## config.mk

```make
export PLATFORM = sky130hd
export DESIGN_NAME = qbsd_ctrl
export DESIGN_NICKNAME = d
export VERILOG_FILES = /design/src/hdl/qbsd_pkg.sv /design/src/hdl/qbsd_ctrl.sv
export SDC_FILE = /design/constraint.sdc
export NUM_CORES = 1
export LEC_CHECK = 0
export BUFFER_PORTS_ARGS = -buffer_cell sky130_fd_sc_hd__buf_4
export CAP_MARGIN = 20
export CORE_AREA = 2 2 39 41
export CTS_CLUSTER_SIZE = 14
export DETAILED_ROUTE_END_ITERATION = 16
export DIE_AREA = 0 0 41 43
export GPL_ROUTABILITY_DRIVEN = 0
export PLACE_DENSITY = 0.64
export SLEW_MARGIN = 20
export SYNTH_ARGS = -nofsm -noshare
export SYNTH_HDL_FRONTEND = slang
export SYNTH_SLANG_ARGS = --single-unit
```

## constraint.sdc

```tcl
create_clock -name aclk -period 1.7 [get_ports aclk]
set_input_delay 0.17 -clock aclk [delete_from_list [all_inputs] [get_ports aclk]]
set_output_delay 0.17 -clock aclk [all_outputs]
set_load 0.01 [all_outputs]
```

## src/hdl/qbsd_pkg.sv

```systemverilog
// Shared types, constants and floating-point helper functions for the Q8_0 dot product unit.
package qbsd_pkg;

    localparam int BLOCK_ELEMENTS = 32;
    localparam int LANES          = 8;
    localparam int DOT_STEPS      = BLOCK_ELEMENTS / LANES;
    localparam int DOT_W          = 21;
    localparam int BPR_W          = 14;
    localparam int ROWS_W         = 17;
    localparam int POS_W          = 13;
    localparam int ROW_W          = 16;
    localparam int CFG_DATA_W     = 17;

    localparam logic [BPR_W-1:0]  BPR_MAX  = 14'd8192;
    localparam logic [ROWS_W-1:0] ROWS_MAX = 17'd65536;
    localparam logic [31:0]       QNAN     = 32'h7FC00000;

    // Configuration register indexes
    typedef enum logic {
        CFG_BLOCKS_PER_ROW = 1'b0,
        CFG_ROW_COUNT      = 1'b1
    } cfg_index_t;

    // Unpacked fp32 operand: value = man/2^23 * 2^(exp-127), man normalized
    typedef struct packed {
        logic                sgn;
        logic signed [10:0]  exp;
        logic [23:0]         man;
        logic                zero;
        logic                inf;
        logic                nan;
    } fp_unp_t;

    // Controller to datapath commands
    typedef struct packed {
        logic load;
        logic dot_step;
        logic mul_sel;
        logic mul_a;
        logic mul_b;
        logic mul_c;
        logic add_a;
        logic add_b;
        logic add_c;
        logic add_d;
        logic commit;
    } dp_cmd_t;

    // Datapath to controller status
    typedef struct packed {
        logic commit_stall;
    } dp_status_t;

    // Count leading zeros of a 48-bit word (48 when zero)
    function automatic logic [5:0] lzc48(input logic [47:0] v);
        logic [5:0] n;
        n = 6'd48;
        for (int i = 0; i < 48; i++) begin
            if (v[i]) begin
                n = 6'(47 - i);
            end
        end
        return n;
    endfunction

    // Widen an fp16 bit pattern to fp32 (exact)
    function automatic logic [31:0] half_to_bits(input logic [15:0] h);
        logic [31:0] bits;
        logic [5:0]  z;
        logic [10:0] ms;
        bits = '0;
        z    = '0;
        ms   = '0;
        if (h[14:10] == 5'd0) begin
            if (h[9:0] == 10'd0) begin
                bits = {h[15], 31'd0};
            end else begin
                z    = lzc48({h[9:0], 38'd0});
                ms   = {1'b0, h[9:0]} << (z + 6'd1);
                bits = {h[15], 8'd112 - {2'b0, z}, ms[9:0], 13'd0};
            end
        end else if (h[14:10] == 5'd31) begin
            bits = {h[15], 8'hFF, h[9:0], 13'd0};
        end else begin
            bits = {h[15], {3'b0, h[14:10]} + 8'd112, h[9:0], 13'd0};
        end
        return bits;
    endfunction

    // Split an fp32 bit pattern into class flags and a normalized mantissa
    function automatic fp_unp_t unpack(input logic [31:0] b);
        fp_unp_t    u;
        logic [5:0] lz;
        u.sgn  = b[31];
        u.zero = (b[30:23] == 8'd0) && (b[22:0] == 23'd0);
        u.inf  = (b[30:23] == 8'hFF) && (b[22:0] == 23'd0);
        u.nan  = (b[30:23] == 8'hFF) && (b[22:0] != 23'd0);
        lz     = lzc48({1'b0, b[22:0], 24'd0});
        if (b[30:23] == 8'd0) begin
            u.man = {1'b0, b[22:0]} << lz;
            u.exp = 11'sd1 - $signed({5'd0, lz});
        end else begin
            u.man = {1'b1, b[22:0]};
            u.exp = $signed({3'd0, b[30:23]});
        end
        return u;
    endfunction

    // Round to nearest even and pack; m has its leading one at bit 47,
    // value = m/2^47 * 2^(e-127)
    function automatic logic [31:0] round_pack(input logic sgn, input logic signed [11:0] e,
                                               input logic [47:0] m);
        logic [31:0]        res;
        logic signed [11:0] shw;
        logic [5:0]         sh;
        logic [47:0]        mm;
        logic               sticky;
        logic [7:0]         ef;
        logic               rnd;
        shw    = 12'sd1 - e;
        sh     = '0;
        mm     = m;
        sticky = 1'b0;
        ef     = '0;
        if (e >= 12'sd255) begin
            res = {sgn, 8'hFF, 23'd0};
        end else begin
            if (e <= 12'sd0) begin
                sh     = (shw > 12'sd49) ? 6'd49 : shw[5:0];
                mm     = m >> sh;
                sticky = |(m & ~({48{1'b1}} << sh));
                ef     = 8'd0;
            end else begin
                ef = e[7:0];
            end
            rnd = mm[23] & ((|mm[22:0]) | sticky | mm[24]);
            res = {sgn, ef, mm[46:24]} + {31'd0, rnd};
        end
        return res;
    endfunction

endpackage

```

## src/hdl/qbsd_ctrl.sv

```systemverilog
// Sequencing state machine for the Q8_0 dot product unit.
module qbsd_ctrl (
    input  logic                  aclk,
    input  logic                  aresetn,
    input  logic                  s_tvalid,
    output logic                  s_tready,
    input  qbsd_pkg::dp_status_t  status,
    output qbsd_pkg::dp_cmd_t     cmd
);

    typedef enum logic [3:0] {
        ST_IDLE,
        ST_DOT,
        ST_MUL_A,
        ST_MUL_B,
        ST_MUL_C,
        ST_ADD_A,
        ST_ADD_B,
        ST_ADD_C,
        ST_ADD_D,
        ST_COMMIT
    } state_t;

    state_t     state_reg, state_next;
    logic [1:0] cnt_reg, cnt_next;
    logic       pass_reg, pass_next;

    // Next-state logic
    always_comb begin
        state_next = state_reg;
        cnt_next   = cnt_reg;
        pass_next  = pass_reg;
        unique case (state_reg)
            ST_IDLE: begin
                cnt_next  = '0;
                pass_next = 1'b0;
                if (s_tvalid) begin
                    state_next = ST_DOT;
                end
            end
            ST_DOT: begin
                cnt_next = cnt_reg + 2'd1;
                if (cnt_reg == 2'(qbsd_pkg::DOT_STEPS - 1)) begin
                    state_next = ST_MUL_A;
                end
            end
            ST_MUL_A: state_next = ST_MUL_B;
            ST_MUL_B: state_next = ST_MUL_C;
            ST_MUL_C: begin
                pass_next  = 1'b1;
                state_next = pass_reg ? ST_ADD_A : ST_MUL_A;
            end
            ST_ADD_A: state_next = ST_ADD_B;
            ST_ADD_B: state_next = ST_ADD_C;
            ST_ADD_C: state_next = ST_ADD_D;
            ST_ADD_D: state_next = ST_COMMIT;
            ST_COMMIT: begin
                if (!status.commit_stall) begin
                    state_next = ST_IDLE;
                end
            end
            default: state_next = ST_IDLE;
        endcase
    end

    // Hold state
    always_ff @(posedge aclk) begin
        if (!aresetn) begin
            state_reg <= ST_IDLE;
            cnt_reg   <= '0;
            pass_reg  <= 1'b0;
        end else begin
            state_reg <= state_next;
            cnt_reg   <= cnt_next;
            pass_reg  <= pass_next;
        end
    end

    // Decode commands
    assign s_tready     = (state_reg == ST_IDLE);
    assign cmd.load     = (state_reg == ST_IDLE) && s_tvalid;
    assign cmd.dot_step = (state_reg == ST_DOT);
    assign cmd.mul_sel  = pass_reg;
    assign cmd.mul_a    = (state_reg == ST_MUL_A);
    assign cmd.mul_b    = (state_reg == ST_MUL_B);
    assign cmd.mul_c    = (state_reg == ST_MUL_C);
    assign cmd.add_a    = (state_reg == ST_ADD_A);
    assign cmd.add_b    = (state_reg == ST_ADD_B);
    assign cmd.add_c    = (state_reg == ST_ADD_C);
    assign cmd.add_d    = (state_reg == ST_ADD_D);
    assign cmd.commit   = (state_reg == ST_COMMIT) && !status.commit_stall;

endmodule

```

; ---- Word-level counts from Yosys, hierarchy flattened
; Cells that the tools add are included.
[word_totals]
word_cells = 31
reg_bits = 7
input_bits = 4
output_inout_bits = 12
[classes]
reduce_logical = 7
muxes = 7
eq_ne = 13
addsub = 1
[op_table]
columns = cell, count
row1 = 4-bit one-hot mux with 10 select lines, 1
row2 = "4-bit by 3-bit == test with 1-bit output, second input constant", 4
row3 = 4-bit 2-to-1 mux, 3
row4 = "4-bit by 2-bit == test with 1-bit output, second input constant", 2
row5 = "4-bit == test, second input constant", 2
row6 = "4-bit by 1-bit == test with 1-bit output, second input constant", 1
row7 = 4-bit zero test, 1
row8 = "2-bit != test, second input constant", 2
row9 = 2-bit one-hot mux with 2 select lines, 1
row10 = 2-bit nonzero test, 2
row11 = 3-bit 2-to-1 mux, 1
row12 = 3-bit AND reduction, 1
row13 = "2-bit by 1-bit adder with 2-bit output, second input constant", 1
row14 = "2-bit == test, second input constant", 1
row15 = 1-bit logical AND, 2
row16 = "2-bit by 1-bit != test with 1-bit output, second input constant", 1
row17 = 1-bit one-hot mux with 2 select lines, 1
row18 = 1-bit zero test, 1

; ---- Logic depth before layout (Yosys ltp)
[depth]
ltp_word = 3
depth_mapped = 5
mapped_depth_nobuf = 4

; ---- Worst setup path after synthesis
; OpenSTA, ideal clock, no wires.
[synth_timing]
kind = reg2out
from = register state_reg[1]
to = output port cmd[10] (netlist bit)
stages_incl_launch_ff = 6
arrival_ps = 1161
required_time_ps = 1530
setup_slack_ps = 369
n_path_buf = 2
cell_sequence = dfxtp_1 > buf_6 > or2_1 > buf_6 > nor3_2 > and2_1
[synth_rtl]
columns = element, line
row1 = start: declaration, qbsd_ctrl.sv:24  ; state_t state_reg, state_next;
row2 = start signal: assignment, qbsd_ctrl.sv:73  ; state_reg <= state_next;
row3 = end: declaration, qbsd_ctrl.sv:8  ; output qbsd_pkg::dp_cmd_t cmd

==> metrics <==
Post-DP HPWL 751 um; Core Rows 14; Die X 41 um; remaining antenna violation count 0; Die Y 43 um; Root Buffer clkbuf_4; Wirelength per Cell 11.1 um; status finished clean; CTS Sinks 7; max cap viols 0; initial DRC count 11; CTS tree done; final worst slack 0.108 ns; IO Pins 16; final worst-path cycle share 93.6%; Power per Cell Area 1280 mW/mm^2; startpoint types flop; largest cells by area after synthesis dfxtp_1 28%, nand2b_1 6.3%, nor3_1 6.1%, nor2_1 5.3%, buf_4 4.5%; Setup CP Type flop to primary output; diode count 0; post-synth top area cell dfxtp_1; fmax 628 MHz; Total GRT Usage 12.4%; post-CTS sizing 0; pin count of the biggest net entering global routing 15; Largest register FFs 4; Slew Limit Fails 0; number of global-route vias before repair 379; Nets 79; Yosys reg bits 7; area delta synth->final 21.5%; Setup TNS Final 0 ns; Worst Tran Pin Value 0.484 ns; FFs w/ async S/R, synth 0%; final hold vios 0; number of vias in the routed layout 467; initial antenna violation count 0; synthesized cell area 495 sq um; initial cell density of the core 35.8%; CP arrival 1.42 ns; Mapped Cells 61; worst hold path type input pin to flop; Yosys top cell area share 28.3%; Fill cells 138; crit path max fanout 10; Post-synth EDFFs 0; Leak 0.263 nW; Slew Limit Headroom 67.7%; top_reg_cell synth dfxtp_1; IO buf count 15; YS warnings 0; Synth cell types 30; die area 0.00176 sq mm; layout cells sized above 1 32.9%; DRC 0; routed wire length 990 um; Inserted Clock Buffers 3; Placeable Area 0.00138 sq mm; register area share after synthesis 28.3%; syn nets 66; GRT overflow 0; CP endpoint kind primary output; clk_skew 0.00468 ns; mean post-synth cell area 8.12 sq um; post-route minimum period 1.59 ns; R2R Setup Slk 0.38 ns; # Post-CTS Setup Buffers 0; CTS max path bufs 2; Pre-antenna DRT Iters 4; unrepaired setup endpoints after global routing no; maximum VDD drop 0.000444 V; H-tree levels 1; Worst-Skew Late Latency 0.25 ns; CP Data Required Time 1.53 ns; final setup vio count 0; Clock Pin Slew Worst Setup and Hold Paths 0.06 ns; hold buffer count at CTS 0; DR vias/cell 5.25; dpl ws 0.338 ns; first-pass GRT wire length 1520 um
## cell usage after synthesis, types with 2 or more instances
cell type / instances
a21oi_1: 2
buf_4: 3
buf_6: 2
dfxtp_1: 7
inv_1: 2
nand2_1: 2
nand2b_1: 5
nor2_1: 7
nor2b_1: 3
nor3_1: 6
o21a_1: 3
## path summary, 6_finish.rpt
check,startpoint,to,cells past startpoint
setup / recovery,state_reg[1],cmd[10],4
hold reg to reg,cnt_reg[1],cnt_reg[1],2
hold / removal,aresetn,pass_reg,2
setup reg to reg,state_reg[3],state_reg[1],3
## where the power goes
part	switching, mW	total (mW)	internal (mW)
combinational	0.168	0.346	0.178
clock	0.0595	0.149	0.0894
sequential	0.0733	0.275	0.202
total	0.301	0.770	0.469
## metrics by stage
step | hold WS (ns) | util, % | cell area, sq um | power, mW | cells
final | 0.193 | 43.5 | 602 | 0.770 | 89
after global routing | 0.209 | 43.5 | 602 | 0.821 | 89
after CTS | 0.192 | 43.4 | 601 | 0.773 | 89
after detailed placement | 0.449 | 41.5 | 574 | 0.620 | 85
after global placement | 0.444 | 41.5 | 574 | 0.618 | 85
after floorplan | 0.287 | - | 495 | 0.552 | 61
## layer usage
metal  GRT usage [%]  routed length [um]
met1            14.3                 434
met2            20.9                 504
met3            1.57                  50
met4            6.00                   0
met5               0                   0
## cell families (layout without fill, tap and decap cells)
| group | after synthesis | in the layout | share of synthesized area [%] |
|---|---|---|---|
| fa+ha+maj | 1 | 1 | 2.52 |
| mux | 1 | 1 | 2.02 |
| compound gates | 11 | 11 | 17.2 |
| simple gates | 32 | 32 | 37.6 |
| buf+inv | 9 | 21 | 12.4 |
| flops | 7 | 7 | 28.3 |
## area by class of cell
type                            instances  area [sq um]  area share (%)
Clock buffer                            4          26.3            4.37
Multi-Input combinational cell         45           294            48.9
Timing Repair Buffer                   15           113            18.7
Sequential cell                         7           141            23.5
Inverter                                2          7.51            1.25
Tap cell                               16          20.0            3.33
## layout by cell type, fill, tap and decap left out
cell type / instances
a211oi_2: 1
nor4b_2: 1
nor2b_1: 3
nor3_1: 6
buf_4: 15
a21boi_0: 1
o21ai_1: 1
or2b_2: 1
nand2b_1: 5
mux2i_1: 1
clkbuf_4: 3
a211o_1: 1
ha_1: 1
nand2_1: 2
o21a_1: 3
clkbuf_1: 1
dfxtp_1: 6
nor4b_1: 1
dfxtp_2: 1
nor2_1: 7
a2111oi_1: 1
nor3_2: 1
and2_1: 1
or2_1: 1
a21oi_1: 2
and3_1: 1
or2_2: 1
inv_1: 2
nand3_1: 1
a2111oi_0: 1
## worst max-delay path, cell delays in order (launching register included)
cell and delay, ns:
dfxtp_1 0.39, or2_1 0.35, nor3_2 0.16, and2_1 0.16
buf_4 0.11
(Power assumes the default switching activity.)
